--- src/rtl/sva_pkg.sv ---
// Shared types and constants for the voice slot allocator.
// Used by sva_cell, sva_out_buf and synth_voice_allocator_core; no dependencies.
`timescale 1ns / 1ps

package sva_pkg;

  // Event op codes on the input channel.
  localparam logic [2:0] OP_NOTE_ON     = 3'd0;
  localparam logic [2:0] OP_NOTE_OFF    = 3'd1;
  localparam logic [2:0] OP_ALL_OFF     = 3'd2;
  localparam logic [2:0] OP_SUSTAIN_ON  = 3'd3;
  localparam logic [2:0] OP_SUSTAIN_OFF = 3'd4;
  localparam logic [2:0] OP_VOICE_DONE  = 3'd5;

  // Command codes on the output channel.
  localparam logic CMD_START   = 1'b0;
  localparam logic CMD_RELEASE = 1'b1;

  // Configuration register indexes.
  localparam logic CFG_PLAY_MODE    = 1'b0;
  localparam logic CFG_UNISON_COUNT = 1'b1;

  localparam int NoteCount  = 128;
  localparam int MaxResults = 17;

  // One voice slot as it travels around the ring.
  typedef struct packed {
    logic        active;
    logic [6:0]  note;
    logic [31:0] stamp;
  } sva_entry_t;

  // One output beat.
  typedef struct packed {
    logic       command;
    logic [3:0] slot;
    logic [6:0] note;
    logic [6:0] velocity;
    logic [2:0] unison_index;
    logic       stolen;
    logic       last;
  } sva_result_t;

  // Status of the output buffer seen by the controller.
  typedef struct packed {
    logic can_emit;
    logic pend_valid;
    logic out_free;
  } sva_buf_status_t;

endpackage

--- src/rtl/synth_voice_allocator_core.sv ---
// Voice slot allocator top level. Slots live in a ring of cells that rotates one
// slot per cycle past a single head, except while a command beat cannot be
// placed; a pass visits all NUM_VOICES slots. Poly note-on makes unison+1
// passes; mono note-on one pass and then the slot 0 start; note-off with the
// pedal up, all-notes-off and voice-finished one pass; sustain off a pass per
// held note; other events none. One event in flight at a time.
// Reset clears all slots, the stamp counter, the pedal and the sustained notes.
`timescale 1ns / 1ps

module synth_voice_allocator_core
  import sva_pkg::*;
#(
  parameter int NUM_VOICES = 16,
  parameter int UNISON_MAX = 8
) (
  input  logic       clk_i,
  input  logic       rst_ni,
  input  logic       cfg_we_i,
  input  logic       cfg_idx_i,
  input  logic [3:0] cfg_data_i,
  input  logic       in_valid_i,
  output logic       in_stall_o,
  input  logic [2:0] in_op_i,
  input  logic [6:0] in_note_i,
  input  logic [6:0] in_velocity_i,
  input  logic [3:0] in_voice_i,
  output logic       out_valid_o,
  input  logic       out_stall_i,
  output logic       out_command_o,
  output logic [3:0] out_slot_o,
  output logic [6:0] out_note_out_o,
  output logic [6:0] out_velocity_out_o,
  output logic [2:0] out_unison_index_o,
  output logic       out_stolen_o,
  output logic       out_last_o
);

  localparam int IW  = (NUM_VOICES > 1) ? $clog2(NUM_VOICES) : 1;
  localparam int UCW = $clog2(UNISON_MAX + 1);
  localparam logic [IW-1:0] LastIdx = IW'(NUM_VOICES - 1);

  // Controller states.
  localparam logic [2:0] S_IDLE   = 3'd0;
  localparam logic [2:0] S_SCAN   = 3'd1;
  localparam logic [2:0] S_NOTES  = 3'd2;
  localparam logic [2:0] S_MSTART = 3'd3;
  localparam logic [2:0] S_FLUSH  = 3'd4;

  // Kinds of pass over the ring.
  localparam logic [2:0] K_REL_NOTE = 3'd0;
  localparam logic [2:0] K_REL_ALL  = 3'd1;
  localparam logic [2:0] K_MONO     = 3'd2;
  localparam logic [2:0] K_POLY     = 3'd3;
  localparam logic [2:0] K_DONE     = 3'd4;

  // Configuration registers.
  logic       play_mode_q;
  logic [3:0] unison_cfg_q;

  always_ff @(posedge clk_i or negedge rst_ni) begin
    if (!rst_ni) begin
      play_mode_q  <= 1'b0;
      unison_cfg_q <= 4'd1;
    end else if (cfg_we_i) begin
      case (cfg_idx_i)
        CFG_PLAY_MODE:    play_mode_q  <= cfg_data_i[0];
        CFG_UNISON_COUNT: unison_cfg_q <= cfg_data_i;
        default:          play_mode_q  <= play_mode_q;
      endcase
    end
  end

  // Effective unison count, clamped to 1..UNISON_MAX.
  logic [UCW-1:0] ucnt_eff;
  always_comb begin
    if (unison_cfg_q == 4'd0) begin
      ucnt_eff = UCW'(1);
    end else if (32'(unison_cfg_q) > UNISON_MAX) begin
      ucnt_eff = UCW'(UNISON_MAX);
    end else begin
      ucnt_eff = UCW'(unison_cfg_q);
    end
  end

  // Controller registers.
  logic [2:0]           state_q, state_d;
  logic [2:0]           kind_q, kind_d;
  logic [2:0]           op_q, op_d;
  logic [6:0]           note_q, note_d;
  logic [6:0]           vel_q, vel_d;
  logic [3:0]           voice_q, voice_d;
  logic [6:0]           tnote_q, tnote_d;
  logic [6:0]           nidx_q, nidx_d;
  logic [IW-1:0]        idx_q, idx_d;
  logic [UCW-1:0]       ucnt_q, ucnt_d;
  logic [UCW-1:0]       pass_q, pass_d;
  logic [IW-1:0]        tgt_q, tgt_d;
  logic [IW-1:0]        best_q, best_d;
  logic [31:0]          best_stamp_q, best_stamp_d;
  logic                 free_q, free_d;
  logic                 stl0_q, stl0_d;
  logic [31:0]          stamp_q, stamp_d;
  logic                 pedal_q, pedal_d;
  logic [NoteCount-1:0] defer_q, defer_d;
  logic [4:0]           rcnt_q, rcnt_d;

  // Ring of slot cells; cell 0 is the head, the tail takes the updated head.
  sva_entry_t ring [NUM_VOICES];
  sva_entry_t head, head_mod;
  logic       advance;

  for (genvar g = 0; g < NUM_VOICES; g++) begin : g_cell
    sva_entry_t cell_in;
    if (g == NUM_VOICES - 1) begin : g_tail
      assign cell_in = head_mod;
    end else begin : g_mid
      assign cell_in = ring[g+1];
    end
    sva_cell u_cell (
      .clk_i   (clk_i),
      .rst_ni  (rst_ni),
      .shift_i (advance),
      .ent_i   (cell_in),
      .ent_o   (ring[g])
    );
  end

  assign head = ring[0];

  // Output buffer.
  sva_buf_status_t buf_st;
  sva_result_t     res, out_res;
  logic            emit_req, emit_fire, flush_fire, emit_room;

  sva_out_buf u_out_buf (
    .clk_i       (clk_i),
    .rst_ni      (rst_ni),
    .emit_i      (emit_fire),
    .res_i       (res),
    .flush_i     (flush_fire),
    .status_o    (buf_st),
    .out_valid_o (out_valid_o),
    .out_stall_i (out_stall_i),
    .out_o       (out_res)
  );

  // Beats past the result limit are dropped, but the state still moves on.
  assign emit_room = (32'(rcnt_q) < MaxResults);

  logic in_fire;
  assign in_stall_o = (state_q != S_IDLE);
  assign in_fire    = in_valid_i && !in_stall_o;

  // Head evaluation and sequencing.
  always_comb begin
    state_d      = state_q;
    kind_d       = kind_q;
    op_d         = op_q;
    note_d       = note_q;
    vel_d        = vel_q;
    voice_d      = voice_q;
    tnote_d      = tnote_q;
    nidx_d       = nidx_q;
    idx_d        = idx_q;
    ucnt_d       = ucnt_q;
    pass_d       = pass_q;
    tgt_d        = tgt_q;
    best_d       = best_q;
    best_stamp_d = best_stamp_q;
    free_d       = free_q;
    stl0_d       = stl0_q;
    stamp_d      = stamp_q;
    pedal_d      = pedal_q;
    defer_d      = defer_q;
    rcnt_d       = rcnt_q;
    head_mod     = head;
    emit_req     = 1'b0;
    res          = '0;
    advance      = 1'b0;
    flush_fire   = 1'b0;

    case (state_q)
      S_IDLE: begin
        if (in_fire) begin
          op_d    = in_op_i;
          note_d  = in_note_i;
          vel_d   = in_velocity_i;
          voice_d = in_voice_i;
          tnote_d = in_note_i;
          rcnt_d  = '0;
          idx_d   = '0;
          pass_d  = '0;
          free_d  = 1'b0;
          ucnt_d  = ucnt_eff;
          case (in_op_i)
            OP_NOTE_ON: begin
              defer_d[in_note_i] = 1'b0;
              if (play_mode_q) begin
                defer_d = '0;
                kind_d  = K_MONO;
              end else begin
                kind_d  = K_POLY;
              end
              state_d = S_SCAN;
            end
            OP_NOTE_OFF: begin
              if (pedal_q) begin
                defer_d[in_note_i] = 1'b1;
              end else begin
                kind_d  = K_REL_NOTE;
                state_d = S_SCAN;
              end
            end
            OP_ALL_OFF: begin
              defer_d = '0;
              kind_d  = K_REL_ALL;
              state_d = S_SCAN;
            end
            OP_SUSTAIN_ON: begin
              pedal_d = 1'b1;
            end
            OP_SUSTAIN_OFF: begin
              pedal_d = 1'b0;
              nidx_d  = '0;
              state_d = S_NOTES;
            end
            OP_VOICE_DONE: begin
              kind_d  = K_DONE;
              state_d = S_SCAN;
            end
            default: begin
              state_d = S_IDLE;
            end
          endcase
        end
      end

      S_NOTES: begin
        // Walk sustained notes upward, one note a cycle outside release passes.
        if (defer_q[nidx_q]) begin
          defer_d[nidx_q] = 1'b0;
          tnote_d = nidx_q;
          kind_d  = K_REL_NOTE;
          idx_d   = '0;
          state_d = S_SCAN;
        end else if (nidx_q == 7'(NoteCount - 1)) begin
          state_d = S_FLUSH;
        end else begin
          nidx_d = nidx_q + 7'd1;
        end
      end

      S_SCAN: begin
        case (kind_q)
          K_REL_NOTE: begin
            if (head.active && head.note == tnote_q) begin
              emit_req = 1'b1;
            end
            res.command = CMD_RELEASE;
            res.slot    = 4'(idx_q);
            res.note    = head.note;
          end
          K_REL_ALL, K_MONO: begin
            emit_req    = head.active;
            res.command = CMD_RELEASE;
            res.slot    = 4'(idx_q);
            res.note    = head.note;
            if (kind_q == K_MONO && idx_q == '0) begin
              head_mod.active = 1'b1;
              head_mod.note   = note_q;
              head_mod.stamp  = stamp_q;
            end
          end
          K_POLY: begin
            // Write the slot picked on the previous pass, then pick again.
            if (pass_q != '0 && idx_q == tgt_q) begin
              emit_req         = 1'b1;
              res.command      = CMD_START;
              res.slot         = 4'(idx_q);
              res.note         = note_q;
              res.velocity     = vel_q;
              res.unison_index = 3'(pass_q - UCW'(1));
              res.stolen       = head.active;
              head_mod.active  = 1'b1;
              head_mod.note    = note_q;
              head_mod.stamp   = stamp_q;
            end
          end
          K_DONE: begin
            if (32'(idx_q) == 32'(voice_q)) begin
              head_mod.active = 1'b0;
            end
          end
          default: begin
            emit_req = 1'b0;
          end
        endcase

        advance = !emit_req || !emit_room || buf_st.can_emit;

        if (advance) begin
          idx_d = (idx_q == LastIdx) ? '0 : idx_q + IW'(1);
          if (emit_req && emit_room) begin
            rcnt_d = rcnt_q + 5'd1;
          end
          if (kind_q == K_MONO && idx_q == '0) begin
            stl0_d  = head.active;
            stamp_d = stamp_q + 32'd1;
          end
          if (kind_q == K_POLY) begin
            if (pass_q != '0 && idx_q == tgt_q) begin
              stamp_d = stamp_q + 32'd1;
            end
            // Lowest free slot wins, else the oldest stamp, lowest slot on ties.
            if (!free_q) begin
              if (!head_mod.active) begin
                free_d = 1'b1;
                best_d = idx_q;
              end else if (idx_q == '0 || head_mod.stamp < best_stamp_q) begin
                best_d       = idx_q;
                best_stamp_d = head_mod.stamp;
              end
            end
          end

          if (idx_q == LastIdx) begin
            case (kind_q)
              K_REL_NOTE: begin
                if (op_q == OP_SUSTAIN_OFF) begin
                  if (nidx_q == 7'(NoteCount - 1)) begin
                    state_d = S_FLUSH;
                  end else begin
                    nidx_d  = nidx_q + 7'd1;
                    state_d = S_NOTES;
                  end
                end else begin
                  state_d = S_FLUSH;
                end
              end
              K_MONO: begin
                state_d = S_MSTART;
              end
              K_POLY: begin
                free_d = 1'b0;
                if (pass_q == ucnt_q) begin
                  state_d = S_FLUSH;
                end else begin
                  tgt_d  = free_d ? best_d : best_d;
                  pass_d = pass_q + UCW'(1);
                end
              end
              default: begin
                state_d = S_FLUSH;
              end
            endcase
          end
        end
      end

      S_MSTART: begin
        // Mono restart of slot 0 after all releases.
        emit_req    = 1'b1;
        res.command = CMD_START;
        res.slot    = 4'd0;
        res.note    = note_q;
        res.velocity = vel_q;
        res.stolen  = stl0_q;
        if (!emit_room || buf_st.can_emit) begin
          if (emit_room) begin
            rcnt_d = rcnt_q + 5'd1;
          end
          state_d = S_FLUSH;
        end
      end

      S_FLUSH: begin
        if (!buf_st.pend_valid) begin
          state_d = S_IDLE;
        end else if (buf_st.out_free) begin
          flush_fire = 1'b1;
          state_d    = S_IDLE;
        end
      end

      default: begin
        state_d = S_IDLE;
      end
    endcase
  end

  assign emit_fire = emit_req && emit_room && buf_st.can_emit &&
                     (state_q == S_SCAN || state_q == S_MSTART);

  // Control registers.
  always_ff @(posedge clk_i or negedge rst_ni) begin
    if (!rst_ni) begin
      state_q <= S_IDLE;
      kind_q  <= K_REL_ALL;
      idx_q   <= '0;
      pass_q  <= '0;
      free_q  <= 1'b0;
      stamp_q <= '0;
      pedal_q <= 1'b0;
      defer_q <= '0;
      rcnt_q  <= '0;
      nidx_q  <= '0;
      ucnt_q  <= UCW'(1);
    end else begin
      state_q <= state_d;
      kind_q  <= kind_d;
      idx_q   <= idx_d;
      pass_q  <= pass_d;
      free_q  <= free_d;
      stamp_q <= stamp_d;
      pedal_q <= pedal_d;
      defer_q <= defer_d;
      rcnt_q  <= rcnt_d;
      nidx_q  <= nidx_d;
      ucnt_q  <= ucnt_d;
    end
  end

  // Event payload and search registers.
  always_ff @(posedge clk_i) begin
    op_q         <= op_d;
    note_q       <= note_d;
    vel_q        <= vel_d;
    voice_q      <= voice_d;
    tnote_q      <= tnote_d;
    tgt_q        <= tgt_d;
    best_q       <= best_d;
    best_stamp_q <= best_stamp_d;
    stl0_q       <= stl0_d;
  end

  assign out_command_o      = out_res.command;
  assign out_slot_o         = out_res.slot;
  assign out_note_out_o     = out_res.note;
  assign out_velocity_out_o = out_res.velocity;
  assign out_unison_index_o = out_res.unison_index;
  assign out_stolen_o       = out_res.stolen;
  assign out_last_o         = out_res.last;

  // No beat is left pending once the block is ready for the next event.
  a_idle_no_pending: assert property (@(posedge clk_i) disable iff (!rst_ni)
    (state_q == S_IDLE) |-> !buf_st.pend_valid)
    else $error("pending beat left while idle");

  // The result count never passes the limit.
  a_result_cap: assert property (@(posedge clk_i) disable iff (!rst_ni)
    32'(rcnt_q) <= MaxResults)
    else $error("result count above limit");

  // The ring is aligned (head is slot 0) whenever an event is taken.
  a_ring_aligned: assert property (@(posedge clk_i) disable iff (!rst_ni)
    in_fire |-> (idx_q == '0))
    else $error("ring not aligned at event start");

  // Entering a pass always starts at the head slot.
  a_scan_start: assert property (@(posedge clk_i) disable iff (!rst_ni)
    (state_q != S_SCAN && state_d == S_SCAN) |=> (idx_q == '0))
    else $error("pass did not start at slot 0");

endmodule

--- src/rtl/sva_cell.sv ---
// One cell of the voice slot ring: holds a slot and passes it to its neighbor.
// Depends on sva_pkg.
`timescale 1ns / 1ps

module sva_cell
  import sva_pkg::*;
(
  input  logic       clk_i,
  input  logic       rst_ni,
  input  logic       shift_i,
  input  sva_entry_t ent_i,
  output sva_entry_t ent_o
);

  sva_entry_t ent_q, ent_d;

  // Take the neighbor's slot on every ring step, hold otherwise.
  always_comb begin
    ent_d = ent_q;
    if (shift_i) begin
      ent_d = ent_i;
    end
  end

  always_ff @(posedge clk_i or negedge rst_ni) begin
    if (!rst_ni) begin
      ent_q <= '0;
    end else begin
      ent_q <= ent_d;
    end
  end

  assign ent_o = ent_q;

endmodule

--- src/rtl/sva_out_buf.sv ---
// Output stage: a pending beat plus the output register, so that the final
// beat of an event can be marked last. Depends on sva_pkg.
`timescale 1ns / 1ps

module sva_out_buf
  import sva_pkg::*;
(
  input  logic            clk_i,
  input  logic            rst_ni,
  input  logic            emit_i,
  input  sva_result_t     res_i,
  input  logic            flush_i,
  output sva_buf_status_t status_o,
  output logic            out_valid_o,
  input  logic            out_stall_i,
  output sva_result_t     out_o
);

  logic        pend_valid_q, pend_valid_d;
  sva_result_t pend_q, pend_d;
  logic        out_valid_q, out_valid_d;
  sva_result_t out_q, out_d;
  logic        out_free;

  assign out_free = !out_valid_q || !out_stall_i;

  // A new beat pushes the pending one out; a flush marks it last.
  always_comb begin
    pend_valid_d = pend_valid_q;
    pend_d       = pend_q;
    out_d        = out_q;
    out_valid_d  = out_valid_q && out_stall_i;
    if (emit_i) begin
      if (pend_valid_q) begin
        out_d       = pend_q;
        out_d.last  = 1'b0;
        out_valid_d = 1'b1;
      end
      pend_d       = res_i;
      pend_valid_d = 1'b1;
    end else if (flush_i && pend_valid_q) begin
      out_d        = pend_q;
      out_d.last   = 1'b1;
      out_valid_d  = 1'b1;
      pend_valid_d = 1'b0;
    end
  end

  always_ff @(posedge clk_i or negedge rst_ni) begin
    if (!rst_ni) begin
      pend_valid_q <= 1'b0;
      out_valid_q  <= 1'b0;
    end else begin
      pend_valid_q <= pend_valid_d;
      out_valid_q  <= out_valid_d;
    end
  end

  always_ff @(posedge clk_i) begin
    pend_q <= pend_d;
    out_q  <= out_d;
  end

  assign status_o.can_emit   = !pend_valid_q || out_free;
  assign status_o.pend_valid = pend_valid_q;
  assign status_o.out_free   = out_free;
  assign out_valid_o         = out_valid_q;
  assign out_o               = out_q;

endmodule

--- config.mk ---
export PLATFORM = sky130hd
export DESIGN_NAME = synth_voice_allocator_core
export DESIGN_NICKNAME = d
export VERILOG_FILES = /design/src/rtl/sva_pkg.sv /design/src/rtl/synth_voice_allocator_core.sv /design/src/rtl/sva_cell.sv /design/src/rtl/sva_out_buf.sv
export SDC_FILE = /design/constraint.sdc
export NUM_CORES = 2
export LEC_CHECK = 0
export BUFFER_PORTS_ARGS = -buffer_cell sky130_fd_sc_hd__buf_2
export CAP_MARGIN = 20
export CORE_UTILIZATION = 60
export DETAILED_ROUTE_END_ITERATION = 10
export PLACE_DENSITY_LB_ADDON = 0.08
export SLEW_MARGIN = 30
export SYNTH_ARGS = -nofsm -noshare
export SYNTH_HDL_FRONTEND = slang
export SYNTH_SLANG_ARGS = --single-unit
--- constraint.sdc ---
create_clock -name clk_i -period 9.56 [get_ports clk_i]
set_input_delay 0 -clock clk_i [delete_from_list [all_inputs] [get_ports clk_i]]
set_output_delay 0 -clock clk_i [all_outputs]
set_load 0.01 [all_outputs]
## Word-level counts from Yosys, hierarchy flattened

Cells that the tools add are included.

- Add/subtract/negate cells: 6
- $lt $le $gt $ge: 7
- Eq/ne operators: 42
- Mux-type cells: 109
- Bitwise operators: 8
- Reductions and logical operators: 60

Operators by type and width:

| kind | number |
|---|---|
| $mux 128 | 4 |
| $pmux 128 s3 | 1 |
| $and 128x128->128 | 2 |
| $not 128->128 | 2 |
| $pmux 128 s2 | 1 |
| $or 128x128->128 | 1 |
| $mux 40 | 3 |
| $mux 32 | 3 |
| $pmux 39 s2 | 1 |
| $mux 24 | 3 |
| $mux 7 | 10 |
| $mux 4 | 14 |
| $mux 3 | 15 |
| $mux 39 | 1 |
| $pmux 19 s2 | 1 |
| $add 32x1->32 const B | 1 |
| $lt 32x32->1 | 1 |
| $mux 1 | 25 |
| $mux 5 | 5 |
| $ne 2x2->1 const B | 12 |
| $pmux 12 s2 | 1 |
| $pmux 3 s4 | 2 |
| $mux 22 | 1 |
| $pmux 7 s3 | 1 |
| other kinds (49) | 121 |

- Register bits after elaboration: 955
- Input port bits: 31
- Output and inout port bits: 26
- Logic and storage cells: 317

## Logic depth before layout (Yosys ltp)

- Depth in word-level cells: 12
- Gate-level depth with buffers: 21
- Gate-level depth less buffers: 17

## Cells and area by module

A second synthesis with hierarchy kept.

- Cells, all modules: 3261
- Area, all modules: 42022.8 sq um

Modules (own cells, without submodules):

| module | instances | cells each | area each (sq um) | sequential area each (sq um) |
|---|---|---|---|---|
| sva_cell | 16 | 84 | 1496.4 | 1001.0 |
| synth_voice_allocator_core | 1 | 1859 | 16568.4 | 7005.5 |
| sva_out_buf | 1 | 58 | 1511.4 | 1461.4 |

## Least setup slack after synthesis

Ideal clock, no wire load.

- Path kind: register to register
- From: register idx_q[0]
- To: register best_stamp_q[0] (enable)
- Setup time: 0.432 ns
- Data arrival time: 5.682 ns
- Required time: 9.128 ns
- Path slack: 3.446 ns
- Stages on the path, launching flop included: 20
- Period minus slack after synthesis: 6.114 ns
- Cell sequence: dfrtp_1 clkbuf_1 inv_1 ha_1 or3b_2 clkbuf_1 nor2_1 a31oi_1 nor3_1 clkbuf_1 nand3_1 nand2_1 ha_1 a21o_1 a221o_1 a221o_1 nand3b_1 o221ai_1 o211ai_1 a21oi_1

- Cells in the longest elaborated chain, start to end: 9
- Elaborated cells between the ends (all ways): 21
- Classes of those cells: order compare (1); eq/ne (2); mux (10); reduce/logical (8)

Ends and longest elaborated chain:

| item | RTL line | text |
|---|---|---|
| from (decl) | synth_voice_allocator_core.sv:94 | `logic [IW-1:0] idx_q, idx_d;` |
| from (signal assigned) | synth_voice_allocator_core.sv:411 | `idx_q <= idx_d;` |
| parallel branches: the longest is 8 deep, another holds $lt 32x32->1 | -- |  |
| $reduce_and 6->1 (no source line) (*) | -- |  |
| to (signal assigned) | synth_voice_allocator_core.sv:432 | `best_stamp_q <= best_stamp_d;` |
| to (decl) | synth_voice_allocator_core.sv:99 | `logic [31:0] best_stamp_q, best_stamp_d;` |

Mark *: on every way between the ends. The select of a mux whose other input is x is not followed.
A chain may end at the register's enable or synchronous reset.

## Worst setup path after layout

- From: register idx_q[0]
- To: register tgt_q[1], data pin

- Cells in the longest elaborated chain, start to end: 11
- Elaborated cells between the ends (all ways): 18
- Classes of those cells: order compare (1); eq/ne (2); mux (11); reduce/logical (4)

Ends and longest elaborated chain:

| item | RTL line | text |
|---|---|---|
| $eq 4x4->1 or $logic_not 4->1 (tied branches) | synth_voice_allocator_core.sv:276, synth_voice_allocator_core.sv:268, synth_voice_allocator_core.sv:319 |  |
| $logic_and 1x1->1, on equally long branches | synth_voice_allocator_core.sv:276, synth_voice_allocator_core.sv:268 |  |
| $mux 40, on equally long branches | synth_voice_allocator_core.sv:276, synth_voice_allocator_core.sv:268 |  |
| $pmux 39 s2 | synth_voice_allocator_core.sv:254 | `case (kind_q)` |
| $mux 39 | synth_voice_allocator_core.sv:182 | `case (state_q)` |
| $lt 32x32->1 | synth_voice_allocator_core.sv:319 | `end else if (idx_q == '0 \|\| head_mod.stamp < best_stamp_q) begin` |
| $logic_or 1x1->1 | synth_voice_allocator_core.sv:319 |  |
| $mux 4 | synth_voice_allocator_core.sv:319 |  |
| $mux 4 (*) | synth_voice_allocator_core.sv:316 | `if (!head_mod.active) begin` |
| $mux 4 (*) | synth_voice_allocator_core.sv:315 | `if (!free_q) begin` |
| $mux 4 (*) | synth_voice_allocator_core.sv:310 | `if (kind_q == K_POLY) begin` |
| to (signal assigned) | synth_voice_allocator_core.sv:430 | `tgt_q <= tgt_d;` |
| to (decl) | synth_voice_allocator_core.sv:97 | `logic [IW-1:0] tgt_q, tgt_d;` |

Mark *: on every way between the ends. The rest lies on a longest branch, timed or not. The select of a mux whose other input is x is not followed.

==> summary.md <==
| Metric | Value |
|---|---|
| Clock Skew | `0.0199 ns` |
| GRT overflow | `0` |
| GP Congestion | `0.866` |
| First-pass GRT wire length | `160 mm` |
| Pwr dens | `271 mW/mm^2` |
| Peak supply drop | `235 uV` |
| I/O Pins | `57` |
| Final critical-path required period | `5.73 ns` |
| Number of synthesized flops with an enable pin | `116` |
| RSZ-0062 raised after global routing | `false` |
| Total negative slack | `0 ns` |
| Worst rel slew slack | `0.251` |
| Diode count | `0` |
| Crit-path slowest cell | `a311oi_1` |
| Reg2reg end | `tgt_q[1]` |
| Core Box Area | `0.0701 sq mm` |
| Main synth FF type | `dfrtp_1` |
| Fmax | `174 MHz` |
| Nets | `4858` |
| Critical Path Max Stage Delay | `0.73 ns` |
| Die width | `269 um` |
| CP Launch Type | `register` |
| Root Buffer | `clkbuf_16` |
| R2R depth | `18` |
| Seq/Total Area, Yosys | `0.574` |
| Via density | `5.65` |
| Worst Max-Slew Pin Slew | `1.12 ns` |
| Most common cell after layout, fill and taps aside | `nand2_1` |
| R2R setup slack | `3.83 ns` |
| CP Max Fanout | `39` |
| Initial core utilization | `0.608` |
| Initial antenna violation count | `1` |
| Final Cell Area | `0.0472 sq mm` |
| Clock Path Buffers | `3` |
| Slew Viols, Final | `0` |
| Hold Fails Final Rpt | `1` |
| #FFs+latches synth | `955` |
| Layout cells sized above 1 | `0.0657` |
| DRC viols | `0` |
| Synth warn | `0` |
| Outcome | `finished, violations left` |
| Drt total wl | `97.5 mm` |
| Final hold slack | `-0.00130 ns` |
| DP HPWL | `54.8 mm` |
| Top cells by area, synth | `dfrtp_1, nand2_1, edfxtp_1, a21oi_1, nor2_1` |
| Mapped Cells | `4852` |
| Crit path DAT | `6.13 ns` |
| Final setup fails | `0` |
| Die ar. | `0.0722 sq mm` |
| Syn avg cell area | `8.79 sq um` |
| Failing checks | `negative hold slack` |
| Clock transition at path regs | `0.06 ns` |
| CTS resizes | `0` |
| Via Count | `32789` |
| Hold Buf Count CTS | `36` |
| CTS H-tree lvls | `3` |
| Synth area leader | `dfrtp_1` |
| Final Cycle Share | `0.600` |
| Post CTS Setup Buffer Count | `0` |
| Post-DRT Antenna Nets | `0` |
| CTS Buf Count | `98` |
| Critical R2R Launch | `idx_q[0]` |
| First drt pass iteration count | `6` |
| Die height | `269 um` |
| Cell variety after synth | `78` |
| Worst Setup Slack, final | `3.83 ns` |
| Setup CP Type | `reg2reg` |
| Pre-CTS setup slack | `3.86 ns` |
| Critical path required time | `9.95 ns` |
| Synthesis-to-layout area growth | `10.7%` |
| CP Cell Sequence | `inv_1 -> ha_1 -> or3b_2 -> nor2_1 -> a31oi_1 -> or3_1 -> buf_4 -> nand2_1 -> nand2_1 -> ha_1 -> and3_1 -> a221o_1 -> a221o_1 -> nand3b_1 -> o221ai_1 -> o211ai_1 -> a311oi_1 -> mux2_2` |
| Ys async rst share | `0.879` |
| Number of global-route vias before repair | `30577` |
| Initial DRC Count | `3535` |
| CTS Sinks | `955` |
| # port buffers | `56` |
| TritonCTS clock tree | `built` |
| Type of the worst min-delay path | `in2async` |
| Leakage Power | `23.5 nW` |
| # rows | `97` |
| Setup crit end kind | `register` |
| Per-cell routed wire length | `16.8 um` |
| Mapped cell area | `0.0427 sq mm` |
| Post-Place Cell Area | `0.0435 sq mm` |
| Clk_lat worst skew | `0.65 ns` |
| Syn_nets | `4921` |
| Share of the synthesized area in the top cell type | `0.490` |
| Max_cap viols | `0` |
| Largest net degree at the start of global routing | `222` |
| GRT Overall Usage | `0.272` |
| Commonest non-fill, non-tap cells in the layout | `nand2_1, dfrtp_1, nor2_1, a21oi_1, inv_1` |
| Layout fillers | `5682` |
-- how the worst max path moves through the flow --
stage	from	endpoint	slack (ns)	depth (start not counted)
after floorplan	idx_q[0]	best_stamp_q[0]	3.45	19
after global placement	idx_q[1]	best_stamp_q[8]	3.93	17
after detailed placement	idx_q[1]	tgt_q[2]	3.86	18
after CTS	idx_q[0]	tgt_q[1]	3.84	18
after global routing	idx_q[0]	best_q[2]	3.54	18
final	idx_q[0]	tgt_q[1]	3.83	18
-- final cells by class --
| class | count | area, sq um | area share |
|---|---|---|---|
| multi-input cells | 3407 | 16400 | 0.347 |
| repair buffers | 144 | 1230 | 0.0260 |
| flip-flops and latches | 955 | 24500 | 0.518 |
| clock inverters | 30 | 362 | 0.00766 |
| clock buffers | 149 | 2920 | 0.0618 |
| well taps | 940 | 1180 | 0.0249 |
| inverters | 183 | 694 | 0.0147 |
-- sequential cells by signal, indices dropped and copies added, names as in the netlist, 5 cells and up --
name / count
note_q: 7
rcnt_q: 5
nidx_q: 7
u_out_buf.pend_q: 23
stamp_q: 32
u_out_buf.out_o: 24
defer_q: 128
g_cell.u_cell.ent_o: 640
tnote_q: 7
vel_q: 7
best_stamp_q: 32
-- power by group --
group,switching (mW),internal (mW)
Clock,1.60,2.27
Combinational,2.24,0.967
Sequential,0.591,5.15
-- logic make-up after synthesis --
kind of cell             synth area share
AO/OA/AOI/OAI                       0.103
XOR/XNOR                           0.0111
adder cells (fa/ha/maj)            0.0111
buffers and inverters              0.0456
flip-flops                          0.574
multiplexers                       0.0186
AND/OR/NAND/NOR                     0.237
-- through the flow --
stage	cells	utilization	power, mW
detailed placement	5591	0.620	8.95
global placement	5587	0.619	8.88
finish	5808	0.673	12.8
floorplan	4852	-	8.06
global route	5808	0.673	13.6
CTS	5806	0.672	12.9
-- critical path, delay by kind of cell, from the launching register on --
| family | cells | cell delay [ns] |
|---|---|---|
| muxes | 1 | 0.42 |
| AOI/OAI and AO/OA | 6 | 1.95 |
| and+or+nand+nor | 7 | 1.70 |
| buffers and inverters | 2 | 0.43 |
| adders and majority gates | 2 | 0.44 |
| DFF | 1 | 0.49 |
-- synth_stat cells, types with 6 or more instances --
master,instances
dfrtp_1,836
ha_1,38
inv_1,180
and4_1,6
nand4_1,23
nor3_1,28
buf_6,6
o21a_1,6
mux2_2,18
a21oi_1,264
nand3b_1,9
o221ai_1,133
and3_1,14
o211ai_1,13
or3_1,8
nand3_1,81
a31oi_1,44
nor2b_1,11
o21ai_1,83
o21ai_0,85
nor2_1,346
buf_4,7
clkbuf_1,263
xor2_1,21
a22o_1,9
mux4_2,15
nor4_1,7
nand2_1,1971
buf_1,12
nand2b_1,13
xnor2_1,33
mux2i_1,24
edfxtp_1,116
a21o_1,9
and2_1,16
buf_2,18
o22ai_1,6
-- routing by layer --
layer / GRT usage / part of all wire / wire (um) / vias to the layer above
met2: 0.406 / 0.45 / 43500 / 1049
met1: 0.406 / 0.46 / 44800 / 15746
li1: - / - / - / 15783
met5: 0 / 0 / 0 / -
met3: 0.0453 / 0.066 / 6420 / 211
met4: 0.0926 / 0.029 / 2810 / 0
No activity file was read; power rests on OpenSTA's default activity.
